**config.mk**
```make
export PLATFORM = sky130hd
export DESIGN_NAME = abdd_queue
export DESIGN_NICKNAME = d
export VERILOG_FILES = /design/src/design/abdd_pkg.sv /design/src/design/abdd_queue.sv
export SDC_FILE = /design/constraint.sdc
export NUM_CORES = 1
export LEC_CHECK = 0
export BUFFER_PORTS_ARGS = -buffer_cell sky130_fd_sc_hd__buf_2
export CORE_AREA = 2 2 155 157
export CTS_CLUSTER_DIAMETER = 80
export CTS_CLUSTER_SIZE = 8
export DETAILED_ROUTE_END_ITERATION = 6
export DIE_AREA = 0 0 157 159
export MAX_ROUTING_LAYER = met4
export PLACE_DENSITY = 0.53
export REMOVE_ABC_BUFFERS = 1
export SYNTH_ARGS = -nofsm -noshare
export SYNTH_HDL_FRONTEND = slang
export SYNTH_SLANG_ARGS = --single-unit
```
**constraint.sdc**
```tcl
create_clock -name clk -period 4.75 [get_ports clk]
set_input_delay 0.95 -clock clk [delete_from_list [all_inputs] [get_ports clk]]
set_output_delay 0.95 -clock clk [all_outputs]
set_load 0.05 [all_outputs]
```
**src/design/abdd_pkg.sv**
```systemverilog
// Shared types, constants and sigmoid tables for the anchor-box detection decode unit.
// No dependencies; used by every module of the block.
`default_nettype none
package abdd_pkg;

	localparam int LEVEL_COUNT       = 3;
	localparam int ANCHORS_PER_LEVEL = 3;
	localparam int MAX_CLASSES       = 255;

	localparam logic [2:0] REG_THRESHOLD   = 3'd0;
	localparam logic [2:0] REG_STRIDES     = 3'd1;
	localparam logic [2:0] REG_ANCHORS0    = 3'd2;
	localparam logic [2:0] REG_ANCHORS1    = 3'd3;
	localparam logic [2:0] REG_ANCHORS2    = 3'd4;
	localparam logic [2:0] REG_CLASS_COUNT = 3'd5;

	localparam logic [7:0] POS_OBJECTNESS = 8'd4;
	localparam logic [7:0] POS_FIRST_CLASS = 8'd5;
	localparam logic [7:0] POS_SATURATED  = 8'd255;

	typedef struct packed {
		logic [15:0] raw_logit;
		logic [7:0]  pos;
		logic [1:0]  level;
		logic [7:0]  grid_col;
		logic [7:0]  grid_row;
		logic [1:0]  anchor_slot;
		logic        vector_end;
	} entry_t;

	typedef struct packed {
		logic [15:0] confidence_threshold;
		logic [23:0] level_strides;
		logic [59:0] anchors_level0;
		logic [59:0] anchors_level1;
		logic [59:0] anchors_level2;
		logic [7:0]  class_count;
	} cfg_t;

	typedef struct packed {
		logic   full;
		logic   empty;
	} qstat_t;

	function automatic logic [16:0] expi(input logic [3:0] n);
		case (n)
			4'd0:    expi = 17'd65536;
			4'd1:    expi = 17'd24109;
			4'd2:    expi = 17'd8869;
			4'd3:    expi = 17'd3263;
			4'd4:    expi = 17'd1200;
			4'd5:    expi = 17'd442;
			4'd6:    expi = 17'd162;
			4'd7:    expi = 17'd60;
			default: expi = 17'd22;
		endcase
	endfunction

	function automatic logic [16:0] expf(input logic [3:0] k);
		case (k)
			4'd0:    expf = 17'd65536;
			4'd1:    expf = 17'd61565;
			4'd2:    expf = 17'd57835;
			4'd3:    expf = 17'd54331;
			4'd4:    expf = 17'd51039;
			4'd5:    expf = 17'd47947;
			4'd6:    expf = 17'd45042;
			4'd7:    expf = 17'd42313;
			4'd8:    expf = 17'd39750;
			4'd9:    expf = 17'd37341;
			4'd10:   expf = 17'd35079;
			4'd11:   expf = 17'd32954;
			4'd12:   expf = 17'd30957;
			4'd13:   expf = 17'd29081;
			4'd14:   expf = 17'd27319;
			default: expf = 17'd25664;
		endcase
	endfunction

endpackage
`default_nettype wire

```
**src/design/abdd_queue.sv**
```systemverilog
// Four-entry queue between front and back, first word visible at the head.
// Depends on abdd_pkg.
`default_nettype none
module abdd_queue import abdd_pkg::*; (
	input  wire logic   clk,
	input  wire logic   arst_n,
	input  wire logic   push,
	input  wire entry_t push_entry,
	input  wire logic   pop,
	output entry_t      head,
	output qstat_t      qstat
);
	entry_t     mem_q [4];
	logic [1:0] wptr_q;
	logic [1:0] rptr_q;
	logic [2:0] count_q;

	assign head        = mem_q[rptr_q];
	assign qstat.full  = (count_q == 3'd4);
	assign qstat.empty = (count_q == 3'd0);

	always_ff @(posedge clk) begin
		if (push) begin
			mem_q[wptr_q] <= push_entry;
		end
	end

	always_ff @(posedge clk or negedge arst_n) begin
		if (!arst_n) begin
			wptr_q  <= '0;
			rptr_q  <= '0;
			count_q <= '0;
		end else begin
			if (push) wptr_q <= wptr_q + 2'd1;
			if (pop) rptr_q <= rptr_q + 2'd1;
			if (push && !pop) begin
				count_q <= count_q + 3'd1;
			end else if (pop && !push) begin
				count_q <= count_q - 3'd1;
			end
		end
	end
endmodule
`default_nettype wire

```
* Word-level counts from Yosys, hierarchy flattened
Memory sizes are Yosys's and may differ from the RTL's.
Index checks and enable logic that the tools add are counted.
Widths: inputs -> output; s select.
** Word-level totals
- Register bits after elaboration :: 7
- Bits in latches :: 0
- RAM bits :: 180
- Bits in read-only memories :: 0
- Input port bits :: 49
- Output and inout bits :: 47
- Logic and storage cells :: 19
- Memories kept :: 1
** Cells by class
- $add $sub $neg :: 4
- $mul :: 0
- Divide/modulo/power cells :: 0
- $lt $le $gt $ge :: 0
- Equal/unequal tests :: 1
- Shifts and indexed selects :: 0
- Multiplexer cells :: 4
- Bitwise operators :: 0
- Reduce and logical (&&, ||, !) cells :: 6
** Memory list
- mem_q :: depth 4, bits a word 45, read ports 1, clocked after memory_dff 0, wr ports 1, line abdd_queue.sv:13 : entry_t mem_q [4];
** Operators with widths (count)
- $mux 3 :: 2
- $add 2x1->2 const B :: 2
- $add 3x1->3 const B :: 1
- $eq 3x3->1 const B :: 1
- $logic_not 3->1 :: 1
- $sub 3x1->3 const B :: 1
- $logic_and 1x1->1 :: 2
- $logic_not 1->1 :: 2
- $mux 1 :: 2
- $reduce_bool 2->1 :: 1

* Longest topological paths before layout
- Depth in word-level cells :: 4
- Mapped depth :: 7
- Gate-level depth less buffers :: 7

* Worst setup path before layout
Ideal clock, no wire load.
- Path type :: reg2out
- Start :: register count_q[0]
- End :: output port qstat[1] (netlist name)
- Arrival :: 1599 ps
- Required time :: 3800 ps
- Slack :: 2201 ps
- Cell stages (with the launch flop) :: 2
- Path buffers :: 0
- Cell sequence :: dfrtp_1 > nor3b_1
** RTL lines
- start, declared :: line abdd_queue.sv:16 : logic [2:0] count_q;
- start signal, assigned :: line abdd_queue.sv:37 : count_q <= count_q + 3'd1;
- start signal, assigned :: line abdd_queue.sv:39 : count_q <= count_q - 3'd1;
- end, declared :: line abdd_queue.sv:11 : output qstat_t qstat

==> results by group <==
STA
  – Min Clock Period, post-route: 3340 ps
  – Maximum achievable frequency: 299 MHz
  – Relative slew margins: 29.9%
  – Transition time of the tightest slew-check pin: 1050 ps
  – Number of hold violations in the final report: 0
  – Ratio of final minimum period to clock period: 70.4%
  – Setup TNS: 0 ps
  – Final number of max-transition violations: 0
  – Unrepaired setup endpoints after global routing: false
  – Finish-stage setup viols: 0
  – Setup clock skew after layout: 8.36 ps

Clocking
  – Worst-skew pair later-pin latency: roughly 420 ps
  – Clock tree from TritonCTS: yes
  – Total CTS buffers: 17
  – Root Driver: sky130_fd_sc_hd__clkbuf_16
  – Clock-pin slew on the worst setup and hold paths: ~70 ps
  – Post-CTS resize count: 0
  – Max clock buf depth: 2
  – Number of clock sinks: 187
  – H-tree Lvls: 4
  – Hold-fix buffer count after cts: 0
  – Post-CTS setup buffer count: 0

Placement
  – Dpl hpwl: ~7500 um
  – Port Buf Inserts: between 90 and 100
  – Routability congestion estimate from global placement: roughly 0.65

Die
  – Top Ports: 96
  – Number of placement rows: 56
  – Die boundary width: between 150 and 200 um
  – Die area: 25000 sq um
  – Die height: 159 um
  – Starting density of the core: 29.8%
  – Core outline area: 23200 sq um

Critical path
  – Maximum fanout along the worst path: 47
  – Required @ worst endpoint: about 3800 ps
  – R2R setup slack: 2540 ps
  – Delay of the slowest cell on the worst path: 1090 ps
  – Kind of capture point of the worst setup path: output pin
  – CP max stage cell: sky130_fd_sc_hd__dfrtp_4
  – Startpoint type of the worst setup path: flop
  – Worst path cell trace: mux4_2 > buf_2
  – WS Path Type: reg2out
  – Crit path DAT: 2390 ps

Synth
  – Avg Synthesized Cell Area: about 26 sq um
  – Synthesized area: slightly below 7000 sq um
  – Synth area leaders: sky130_fd_sc_hd__edfxtp_1 78%, sky130_fd_sc_hd__mux4_2 15%, sky130_fd_sc_hd__dfrtp_1 2.5%
  – Cell taking the most area after synthesis: sky130_fd_sc_hd__edfxtp_1
  – Unique masters post-synth: 20
  – Number of synthesized register bits: 187
  – Synthesized netlist cell count: approximately 270
  – Count of yosys warnings during synthesis: 0
  – Count of flip-flops with a built-in enable after synthesis: 180
  – Fraction of synthesis flops using an asynchronous set or reset pin: 3.74%
  – Flip-flop cell with the highest count after synthesis: sky130_fd_sc_hd__edfxtp_1
  – Sequential element share of the synthesized area: between 80% and 90%
  – Fraction of synthesized cell area taken by the top area cell type: 78.2%

Layout
  – Fill cell count: between 2000 and 2500
  – Share of post-route cells with drive strength above 1: between 40% and 50%
  – Commonest non-fill, non-tap cell in the layout: sky130_fd_sc_hd__edfxtp_1
  – Most frequent cells in the layout: 180 x sky130_fd_sc_hd__edfxtp_1, 95 x sky130_fd_sc_hd__buf_2, 45 x sky130_fd_sc_hd__mux4_2, 17 x sky130_fd_sc_hd__clkbuf_16
  – Layout area overhead: 21.2%
  – Ant diodes: 0
  – Total number of nets in the final design: 433
  – Final design utilization: a little over a third

Power
  – LEAKAGE: 2.84 nW
  – Pwr dens: 716 nW/um^2
  – Total Power: 5.99 mW
  – Peak supply drop: about 0.27 mV

Worst hold path
  – Worst Hold Class: in2async

Global routing
  – Maximum number of pins on one net before global-route repair: 48
  – Antenna violations before repair: 0
  – Global-route usage over all layers: 11.4%
  – First-pass GRT wire length: 20300 um
  – Total overflow reported by the global router: 0
  – Via count of the first global-routing pass: 3545

Detailed routing
  – Vias post-DR: 3061
  – Number of remaining DRC errors: 0
  – Overall routed net length: 13000 um
  – Antenna Nets Post-Route: 0
  – Wire length per cell: 18.4 um
  – Via/cell ratio: between 4 and 5
  – TritonRoute pass-1 iters: 4
  – Detailed Route Iter0 Violations: 124

Job
  – # Max-Cap Violations: 0

Outcome
  – Run status: complete, no violations
-- stage by stage --
step                      area (sq um)  hold WS (ps)  instances  worst slack (ps)
after global routing              8370           345        710              1200
final                             8370           359        710              1410
after detailed placement          7730           498        678              1760
after floorplan                   6810           456        259              1090
after global placement            7730           474        678              1770
after CTS                         8370           340        710              1290
-- synth_stat cells (2+ instances only) --
cell and instances:
sky130_fd_sc_hd__edfxtp_1 180, sky130_fd_sc_hd__mux4_2 45, sky130_fd_sc_hd__dfrtp_1 7, sky130_fd_sc_hd__buf_2 5, sky130_fd_sc_hd__ha_1 5, sky130_fd_sc_hd__and2_1 4
sky130_fd_sc_hd__inv_1 4, sky130_fd_sc_hd__xor2_1 4, sky130_fd_sc_hd__buf_12 2, sky130_fd_sc_hd__nand2_1 2, sky130_fd_sc_hd__xnor2_1 2
-- flip-flops by register name, indices dropped and copies added (netlist names) --
name and cells:
wptr_q 2, rptr_q 2, mem_q 180, count_q 3
-- final cells by class --
cell class | instances | area, sq um | area share, %
clock buffers | 18 | 429 | 5.13
repair buffers | 100 | 513 | 6.13
well taps | 319 | 399 | 4.77
flip-flops and latches | 187 | 5590 | 66.7
clock inverters | 14 | 213 | 2.54
inverters | 4 | 15.0 | 0.179
multi-input cells | 68 | 1220 | 14.6
-- metal layers --
metal  wire length [um]  up-vias  track usage [%]
met3                456        9             2.89
met1               5790     1638             13.7
met5                  0        -                -
met4                160        0             4.13
met2               6640       63             18.7
li1                   -     1351                -
-- cells by family after synthesis --
logic type	synth area share, %
compound gates	0.0724
xor+xnor	0.761
fa+ha+maj	1.20
buf+inv	1.65
flops	80.8
mux	14.8
simple gates	0.706
-- worst max-delay path: cells and delay by family (launching register included) --
family   cells  cell delay (ps)
mux          1              620
flops        1             1090
buf+inv      1              230
-- worst paths after layout --
path / from / endpoint / cells after the start
setup / recovery: rptr_q[0] / head[21] / 2
hold / removal: arst_n / rptr_q[1] / 1
setup reg to reg: wptr_q[0] / mem_q[2][7] / 4
hold reg to reg: count_q[2] / count_q[2] / 1
max in group asynchronous: arst_n / rptr_q[0] / 1
min in group clk: count_q[2] / count_q[2] / 1
-- power by group --
group	leakage (nW)	internal [mW]	switching, mW
registers	1.73	2.16	0.262
logic	0.802	0.640	1.38
clock network	0.307	0.938	0.608
total	2.84	3.74	2.25
No activity file was read; power rests on OpenSTA's default activity.
