**config.mk**
```make
export PLATFORM = sky130hd
export DESIGN_NAME = abdd_front
export DESIGN_NICKNAME = d
export VERILOG_FILES = /design/src/design/abdd_pkg.sv /design/src/design/abdd_front.sv
export SDC_FILE = /design/constraint.sdc
export NUM_CORES = 1
export LEC_CHECK = 0
export BUFFER_PORTS_ARGS = -buffer_cell sky130_fd_sc_hd__buf_2
export CAP_MARGIN = 20
export CORE_UTILIZATION = 30
export CTS_CLUSTER_DIAMETER = 80
export DETAILED_ROUTE_END_ITERATION = 8
export HOLD_SLACK_MARGIN = 0.1
export MAX_ROUTING_LAYER = met4
export PLACE_DENSITY_LB_ADDON = 0.25
export SYNTH_ARGS = -nofsm -noshare
export SYNTH_HDL_FRONTEND = slang
export SYNTH_SLANG_ARGS = --single-unit
export TNS_END_PERCENT = 20
```
**constraint.sdc**
```tcl
create_clock -name clk -period 4.4 [get_ports clk]
set_input_delay 0.22 -clock clk [delete_from_list [all_inputs] [get_ports clk]]
set_output_delay 0.22 -clock clk [all_outputs]
set_load 0.01 [all_outputs]
```
**src/design/abdd_pkg.sv**
```systemverilog
// Shared types, constants and sigmoid tables for the anchor-box detection decode unit.
// No dependencies; used by every module of the block.
`default_nettype none
package abdd_pkg;

	localparam int LEVEL_COUNT       = 3;
	localparam int ANCHORS_PER_LEVEL = 3;
	localparam int MAX_CLASSES       = 255;

	localparam logic [2:0] REG_THRESHOLD   = 3'd0;
	localparam logic [2:0] REG_STRIDES     = 3'd1;
	localparam logic [2:0] REG_ANCHORS0    = 3'd2;
	localparam logic [2:0] REG_ANCHORS1    = 3'd3;
	localparam logic [2:0] REG_ANCHORS2    = 3'd4;
	localparam logic [2:0] REG_CLASS_COUNT = 3'd5;

	localparam logic [7:0] POS_OBJECTNESS = 8'd4;
	localparam logic [7:0] POS_FIRST_CLASS = 8'd5;
	localparam logic [7:0] POS_SATURATED  = 8'd255;

	typedef struct packed {
		logic [15:0] raw_logit;
		logic [7:0]  pos;
		logic [1:0]  level;
		logic [7:0]  grid_col;
		logic [7:0]  grid_row;
		logic [1:0]  anchor_slot;
		logic        vector_end;
	} entry_t;

	typedef struct packed {
		logic [15:0] confidence_threshold;
		logic [23:0] level_strides;
		logic [59:0] anchors_level0;
		logic [59:0] anchors_level1;
		logic [59:0] anchors_level2;
		logic [7:0]  class_count;
	} cfg_t;

	typedef struct packed {
		logic   full;
		logic   empty;
	} qstat_t;

	function automatic logic [16:0] expi(input logic [3:0] n);
		case (n)
			4'd0:    expi = 17'd65536;
			4'd1:    expi = 17'd24109;
			4'd2:    expi = 17'd8869;
			4'd3:    expi = 17'd3263;
			4'd4:    expi = 17'd1200;
			4'd5:    expi = 17'd442;
			4'd6:    expi = 17'd162;
			4'd7:    expi = 17'd60;
			default: expi = 17'd22;
		endcase
	endfunction

	function automatic logic [16:0] expf(input logic [3:0] k);
		case (k)
			4'd0:    expf = 17'd65536;
			4'd1:    expf = 17'd61565;
			4'd2:    expf = 17'd57835;
			4'd3:    expf = 17'd54331;
			4'd4:    expf = 17'd51039;
			4'd5:    expf = 17'd47947;
			4'd6:    expf = 17'd45042;
			4'd7:    expf = 17'd42313;
			4'd8:    expf = 17'd39750;
			4'd9:    expf = 17'd37341;
			4'd10:   expf = 17'd35079;
			4'd11:   expf = 17'd32954;
			4'd12:   expf = 17'd30957;
			4'd13:   expf = 17'd29081;
			4'd14:   expf = 17'd27319;
			default: expf = 17'd25664;
		endcase
	endfunction

endpackage
`default_nettype wire

```
**src/design/abdd_front.sv**
```systemverilog
// Front end: accepts input beats, tags each with its element position, pushes to the queue.
// Depends on abdd_pkg.
`default_nettype none
module abdd_front import abdd_pkg::*; (
	input  wire logic        clk,
	input  wire logic        arst_n,
	input  wire logic        in_valid,
	output logic             in_ready,
	input  wire logic [15:0] raw_logit,
	input  wire logic [1:0]  level,
	input  wire logic [7:0]  grid_col,
	input  wire logic [7:0]  grid_row,
	input  wire logic [1:0]  anchor_slot,
	input  wire logic        vector_end,
	input  wire qstat_t      qstat,
	output logic             push,
	output entry_t           push_entry
);
	logic [7:0] pos_q;

	assign in_ready = !qstat.full;
	assign push     = in_valid && in_ready;

	always_comb begin
		push_entry.raw_logit   = raw_logit;
		push_entry.pos         = pos_q;
		push_entry.level       = level;
		push_entry.grid_col    = grid_col;
		push_entry.grid_row    = grid_row;
		push_entry.anchor_slot = anchor_slot;
		push_entry.vector_end  = vector_end;
	end

	always_ff @(posedge clk or negedge arst_n) begin
		if (!arst_n) begin
			pos_q <= '0;
		end else if (push) begin
			if (vector_end) begin
				pos_q <= '0;
			end else if (pos_q != POS_SATURATED) begin
				pos_q <= pos_q + 8'd1;
			end
		end
	end
endmodule
`default_nettype wire

```
Word-level counts from Yosys, hierarchy flattened
Index checks and enable logic that the tools add are counted.
Operators by class
  multiplexer cells: 2
  reductions and logical operators: 4
  $add $sub $neg: 1
  eq/ne operators: 1
Operators by type and width (count)
  $mux W8: 2
  $add A8 B1 Y8 const B: 1
  $ne A8 B8 Y1 const B: 1
  $reduce_and A2 Y1: 1
  $reduce_bool A2 Y1: 1
  $logic_and A1 B1 Y1: 1
  $logic_not A1 Y1: 1
Storage, ports and cells
  output and inout bits: 47
  word-level logic and storage cells: 9
  flip-flop bits (word level): 8
  input port bits: 42

Logic depth before layout (Yosys ltp)
Gate-level depths: netlist of run 1.
  depth in word-level cells: 3
  gate-level depth with buffers: 5
  mapped depth without buffers: 4

Least setup slack after synthesis of run 1
Ideal clock, no wire load.
  kind: register -> register
  start point: register pos_q[0]
  end point: register pos_q[3]
  required time: 4274 ps
  buffers on the path: 1
  slack: 2786 ps
  clock period less this slack: 1614 ps
  stages on the path, launching flop included: 6
  arrival time: 1489 ps
  library setup time: 126 ps
  path through: dfrtp_1 > ha_1 > and4_1 > buf_6 > a21o_1 > a221o_1
On the way
  word-level cells in the longest chain between the ends: 3
  elaborated cells on any way between the ends: 6
  classes of those cells: 1 x add/sub; 1 x eq/ne; 2 x mux; 2 x reduce/logical
RTL lines
  from (decl): RTL line abdd_front.sv:19  | logic [7:0] pos_q;
  from (signal assigned): RTL line abdd_front.sv:41  | pos_q <= pos_q + 8'd1;
  $add A8 B1 Y8 / $ne A8 B8 Y1 (equally long branches): RTL line abdd_front.sv:41, abdd_front.sv:40
  $mux W8 / $reduce_bool A2 Y1 (equally long branches)
  $mux W8 / $reduce_and A2 Y1 (equally long branches)
Several ways; a longest one is shown, not always the timed one. The select of a mux whose other input is x is not followed.
A chain may end at the register's enable or synchronous reset.

Final worst setup path of run 1
  start point: register pos_q[0]
  end point: register pos_q[0]
The elaborated chain is that of the path after synthesis.

==> summary.txt, run 1 <==
CTS
  – CTS tree: built
  – CTS clk-pin slew, worst paths: around 0.060 ns
  – Clk_lat worst skew: approximately 0.25 ns
  – Root Driver: clkbuf_4
  – Setup Fix Bufs, Post-CTS: 0
  – Total CTS buffers: 3
  – # clock sinks: 8
  – H-tree levels: 1
  – Maximum clock path buffer count: 2

Detailed routing
  – Antenna viol nets, final: 0
  – WL/cell: between 10 and 15 um
  – Drt total wl: approximately 1500 um
  – DRC viols: 0
  – Drt first pass iters: 4
  – Via/cell ratio: between 5 and 6
  – Initial DRC count: 6
  – Vias: roughly 530

Placed design
  – GP Congestion: about 0.74
  – Port bufs: 15
  – Hpwl dp: roughly 1100 um

Floorplan
  – Row cnt: 18
  – Initial Utilization: around a third
  – Die height: 54.2 um
  – Core ar.: approximately 2500 um2
  – Io pins: 89
  – Die width: roughly 54 um
  – Die area: between 2000 and 3000 um2

Timing
  – RSZ-0062 raised after global routing: false
  – Final hold violations: 0
  – Slew Limit Headroom: 81.1%
  – Hold WS: a little under 0.3 ns
  – Setup_tns: 0 ns
  – Minimum clock period: about 1.7 ns
  – Max Transition Viols Final: 0
  – Clock skew: 0.00381 ns
  – Worst-Margin Slew: roughly 0.28 ns
  – Final period util: 37.9%
  – Fmax: between 500 and 600 MHz
  – Setup violations, final: 0

Synthesis
  – Adder-cell share of the synthesized area: around 1.5%
  – Post-synth EDFFs: 0
  – Yosys top cell by area: buf_4
  – Register area share after synthesis: about a quarter
  – Top_reg_cell synth: dfrtp_1
  – Syn Inst Count: just over 90
  – Synth cell types: 32
  – Synth Area in Compound Gates: 18.7%
  – Synth warn: 0
  – Post-synthesis mux area share: 0%
  – Simple-gate share of the synthesized area: roughly 15%
  – Syn Std Cell Area: 817 um2
  – Largest family of logic cells by synthesized area: buffers and inverters
  – Mapped Avg Cell Area: ~9 um2
  – Top post-synthesis cells by area: buf_4 (34%), dfrtp_1 (25%), buf_6 (4.1%)
  – Flops & latches, synth: 8
  – Ys async rst share: 100%
  – List of most frequent post-synthesis cells: buf_4 (37), dfrtp_1 (8), a21oi_1 (4), inv_1 (4), nand2_1 (4)
  – Count leader, synth: buf_4
  – Share of the synthesized area in the top cell type: 34.0%
  – Synth Area in XOR/XNOR: 0%
  – Post-Syn Nets: 135

Cells and area
  – Nets: roughly 120
  – Antenna cells: 0
  – Reg with most FFs: pos_q
  – Area Overhead vs Synth: -20.4%
  – Largest regs: pos_q (8)
  – Share of layout cells above drive strength 1: between 20% and 30%
  – Filler cell count: between 200 and 300
  – Largest register FFs: 8
  – Area of the multi-input gates: 290 um2
  – Register area: around 200 um2

Status
  – Status: completed

GRT
  – Residual overflow from global routing: 0
  – Tot GR Track Use: between 10% and 20%
  – Global-route wire length before repair: 2240 um
  – Largest net degree at the start of global routing: 12
  – Initial antenna violation count: 0
  – Vias in the first global route: 480

Setup path
  – Critical path data required time: about 4.5 ns
  – Flop2flop setup slack: between 2 and 3 ns
  – Crit path DAT: 1.80 ns
  – Crit start category: register
  – Crit-path max cell delay: ~0.46 ns
  – Crit Path Class: register to register
  – Slowest cell on the critical path: dfrtp_1
  – Crit path cell chain: ha_1, and4_1, a2111oi_2, a311o_1
  – Worst setup EP type: register
  – Worst-path maximum fanout: 7

Pwr
  – Worst VDD drop: between 100 and 150 uV
  – Leakage: 0.298 nW
  – Pwr/cell area: around 290 nW/um2

Flow run
  – Max cap viols: 0

Min path
  – Worst hold path type: primary input to register
-- final timing paths --
check | start | end | cells past startpoint
hold reg to reg | pos_q[7] | pos_q[7] | 1
setup / recovery | pos_q[0] | pos_q[0] | 4
min in group asynchronous | arst_n | pos_q[4] | 2
hold / removal | vector_end | pos_q[5] | 2
setup reg to reg | pos_q[0] | pos_q[0] | 4
max in group asynchronous | arst_n | pos_q[6] | 2
-- critical path, delay by kind of cell, from the launching register on --
kind | cells | cell delay [ns]
adders and majority gates | 1 | 0.29
AOI/OAI and AO/OA | 2 | 0.44
DFF | 1 | 0.46
and+or+nand+nor | 1 | 0.37
-- repair_timing --
item / in CTS / in global routing
endpoints found under the hold margin: 8 / 0
gates resized for setup: 0 / 0
hold buffers: 1 / 0
setup endpoints to repair: 0 / 0
-- report_power, final --
part	internal, mW	leakage (nW)	switching, mW
Clock	0.0313	0.0138	0.0257
Combinational	0.0177	0.181	0.0195
Sequential	0.0800	0.104	0.0119
-- final cells by class --
class,instances,share of cell area (%)
flip-flops and latches,8,30.8
clock buffers,3,3.46
repair buffers,16,13.1
multi-input cells,40,44.6
inverters,4,2.31
well taps,30,5.77
-- layout by cell type, fill, tap and decap left out, drive strengths merged, types with 2 or more instances in the layout --
master	count
a311o	2
dfrtp	8
a211oi	2
nand2	4
nor4	2
clkbuf	3
a21oi	4
nand3	3
inv	4
and2	2
buf	15
-- metrics by stage --
step / instance area, um2 / std cells / setup WS (ns) / utilization [%] / total power [mW]
6_report: 651 / 101 / 2.73 / 25.8 / 0.186
5_1_grt: 651 / 101 / 2.62 / 25.8 / 0.203
4_1_cts: 651 / 101 / 2.73 / 25.8 / 0.190
3_5_place_dp: 618 / 97 / 2.74 / 24.5 / 0.130
3_3_place_gp: 618 / 97 / 2.75 / 24.5 / 0.129
2_1_floorplan: 817 / 92 / 2.79 / - / 0.148
-- logic make-up (layout without fill, tap and decap cells) --
kind of cell	Yosys count	after routing
flip-flops	8	8
AO/OA/AOI/OAI	19	19
adder cells (fa/ha/maj)	1	1
AND/OR/NAND/NOR	20	20
buffers and inverters	44	23
-- metal layers --
metal	track usage (%)	vias to the layer above	wire (um)
met5	-	-	0
met4	6.41	0	42
met3	6.21	14	155
met2	17.3	22	677
met1	10.3	240	617
li1	-	251	-
No activity file was read; power rests on OpenSTA's default activity.
==> inputs of run 2 (changes only) <==
clock period = 1.57 ns   (was 4.4 ns; I/O delays follow)
==> run 2 against run 1 <==
  * Sequential share of layout area shrank 1.1 points
  * Power grew to 2.9 times the previous value
  * Global-route usage shrank 0.49 points
  * Die area is the same
  * Hold slack lost 0.15 ns
  * Flip-flop and latch count is the same
  * Clock skew shrank 0.0019 ns
  * Cell area grew 3.8%
==> summary.txt, run 2 (synthesized netlist as in run 1, its figures left out) <==
Status
  – Status: completed

Floorplan
  – Die height: 54.2 um (unchanged)
  – Core ar.: 2520 um2 (unchanged)
  – Row cnt: 18 (unchanged)
  – Io pins: 89 (unchanged)
  – Die width: 54.2 um (unchanged)
  – Die area: 2940 um2 (unchanged)
  – Initial Utilization: 32.4% (unchanged)

Cells and area
  – Area Overhead vs Synth: -17.3%
  – Share of layout cells above drive strength 1: 34.2% (+4.7 points)
  – Most frequent cells in the layout: buf_2 (15), dfrtp_1 (8), inv_1 (4), nand2_1 (4), a21oi_1 (4)
  – Antenna cells: 0 (unchanged)
  – Largest register FFs: 8 (unchanged)
  – Nets: 118 (+1.7%)
  – Filler cell count: 280 (+1.1%)
  – Reg with most FFs: pos_q
  – Commonest non-fill, non-tap cell in the layout: buf_2
  – Largest regs: pos_q (8)

CTS
  – Total CTS buffers: 3 (unchanged)
  – H-tree levels: 1 (unchanged)
  – Root Driver: clkbuf_4
  – # clock sinks: 8 (unchanged)
  – CTS tree: built
  – Setup Fix Bufs, Post-CTS: 0 (unchanged)
  – Maximum clock path buffer count: 2 (unchanged)
  – CTS clk-pin slew, worst paths: 0.06 ns (about the same)
  – Clk_lat worst skew: 0.25 ns (about the same)

Min path
  – Worst hold path type: primary input to register

Timing
  – Clock skew: 0.00192 ns (-0.00190 ns)
  – Max Transition Viols Final: 0 (unchanged)
  – Slew Limit Headroom: 81.0% (-0.17 points)
  – Setup_tns: 0 ns (unchanged)
  – Final period util: 94.8% (+57 points)
  – Hold WS: 0.145 ns (-0.145 ns)
  – Worst-Margin Slew: 0.285 ns (+0.00562 ns)
  – RSZ-0062 raised after global routing: false
  – Final hold violations: 0 (unchanged)
  – Fmax: 672 MHz (+12%)
  – Minimum clock period: 1.49 ns (-0.179 ns)
  – Setup violations, final: 0 (unchanged)

Detailed routing
  – WL/cell: 14.1 um (-4.5%)
  – DRC viols: 0 (unchanged)
  – Drt first pass iters: 4 (unchanged)
  – Initial DRC count: 3 (-3)
  – Drt total wl: 1450 um (-2.6%)
  – Antenna viol nets, final: 0 (unchanged)
  – Via/cell ratio: 5.35 (+2.5%)
  – Vias: 551 (+4.6%)

Setup path
  – Worst setup EP type: register
  – Crit-path max cell delay: 0.38 ns (-0.08 ns)
  – Crit start category: register
  – Critical path data required time: 1.71 ns (-2.82 ns)
  – Worst-path maximum fanout: 6 (-1)
  – Slowest cell on the critical path: dfrtp_1
  – Crit Path Class: register to register
  – Crit path cell chain: ha_2, and4_1, a21o_1, a221o_1
  – Crit path DAT: 1.63 ns (-0.17 ns)

Pwr
  – Leakage: 0.309 nW (+3.7%)
  – Final total power: 0.540 mW (+190%)
  – Pwr/cell area: 800 nW/um2 (+180%)
  – Worst VDD drop: 281 uV (+170%)

GRT
  – Vias in the first global route: 481 (+0.21%)
  – Largest net degree at the start of global routing: 12 (unchanged)
  – Global-route wire length before repair: 2150 um (-3.7%)
  – Initial antenna violation count: 0 (unchanged)
  – Tot GR Track Use: 10.5% (-0.49 points)
  – Residual overflow from global routing: 0 (unchanged)

Flow run
  – Max cap viols: 0 (unchanged)

Placed design
  – Port bufs: 15 (unchanged)
  – Hpwl dp: 1090 um (+1.2%)
  – GP Congestion: 0.717 (-2.7%)
[run 2: worst paths after layout]
check	start	slack, ns	cells past startpoint	end
max	pos_q[0]	0.08	4	pos_q[3]
min	vector_end	0.15	2	pos_q[5]
max reg2reg	pos_q[0]	0.08	4	pos_q[3]
min reg2reg	pos_q[7]	0.61	1	pos_q[7]
max in group asynchronous	arst_n	1.20	2	pos_q[0]
min in group asynchronous	arst_n	0.19	2	pos_q[3]
[run 2: where the power goes]
| group | switching, mW | internal (mW) |
|---|---|---|
| Sequential | 0.0229 | 0.224 |
| Combinational | 0.0684 | 0.0633 |
| Clock | 0.0738 | 0.0878 |
[run 2: routing by layer]
metal / global-route usage, % / vias to the layer above / routed length (um)
met3: 3.11 / 2 / 145
met1: 12.1 / 262 / 647
met2: 15.7 / 33 / 656
li1: - / 254 / -
met4: 6.41 / 0 / 4
met5: - / - / 0
[run 2: critical path: cells and delay by family, from the launching register on]
kind                     cells  cell delay, ns
flip-flops                   1            0.38
AO/OA/AOI/OAI                2            0.50
AND/OR/NAND/NOR              1            0.28
adder cells (fa/ha/maj)      1            0.22
[run 2: stage by stage]
stage          area (um2)  setup slack (ns)  std cells  utilization (%)
2_1_floorplan         820          0.000324         92                -
3_3_place_gp          636            0.0953         99             25.2
3_5_place_dp          636             0.101         99             25.2
4_1_cts               668            0.0945        103             26.5
5_1_grt               676            0.0314        103             26.8
6_report              676            0.0810        103             26.8
[run 2: layout make-up]
cell class              instances  area, um2  share of cell area, %
clock buffers                   3       22.5                   3.33
well taps                      30       37.5                   5.56
repair buffers                 18        100                   14.8
flip-flops and latches          8        200                   29.6
inverters                       4       15.0                   2.22
multi-input cells              40        300                   44.4
[run 2: timing repair]
item / CTS / global route
hold buffers: 1 / 0
resized for setup: 0 / 1
endpoints found under the setup margin: 0 / 1
hold endpoints to repair: 8 / 0
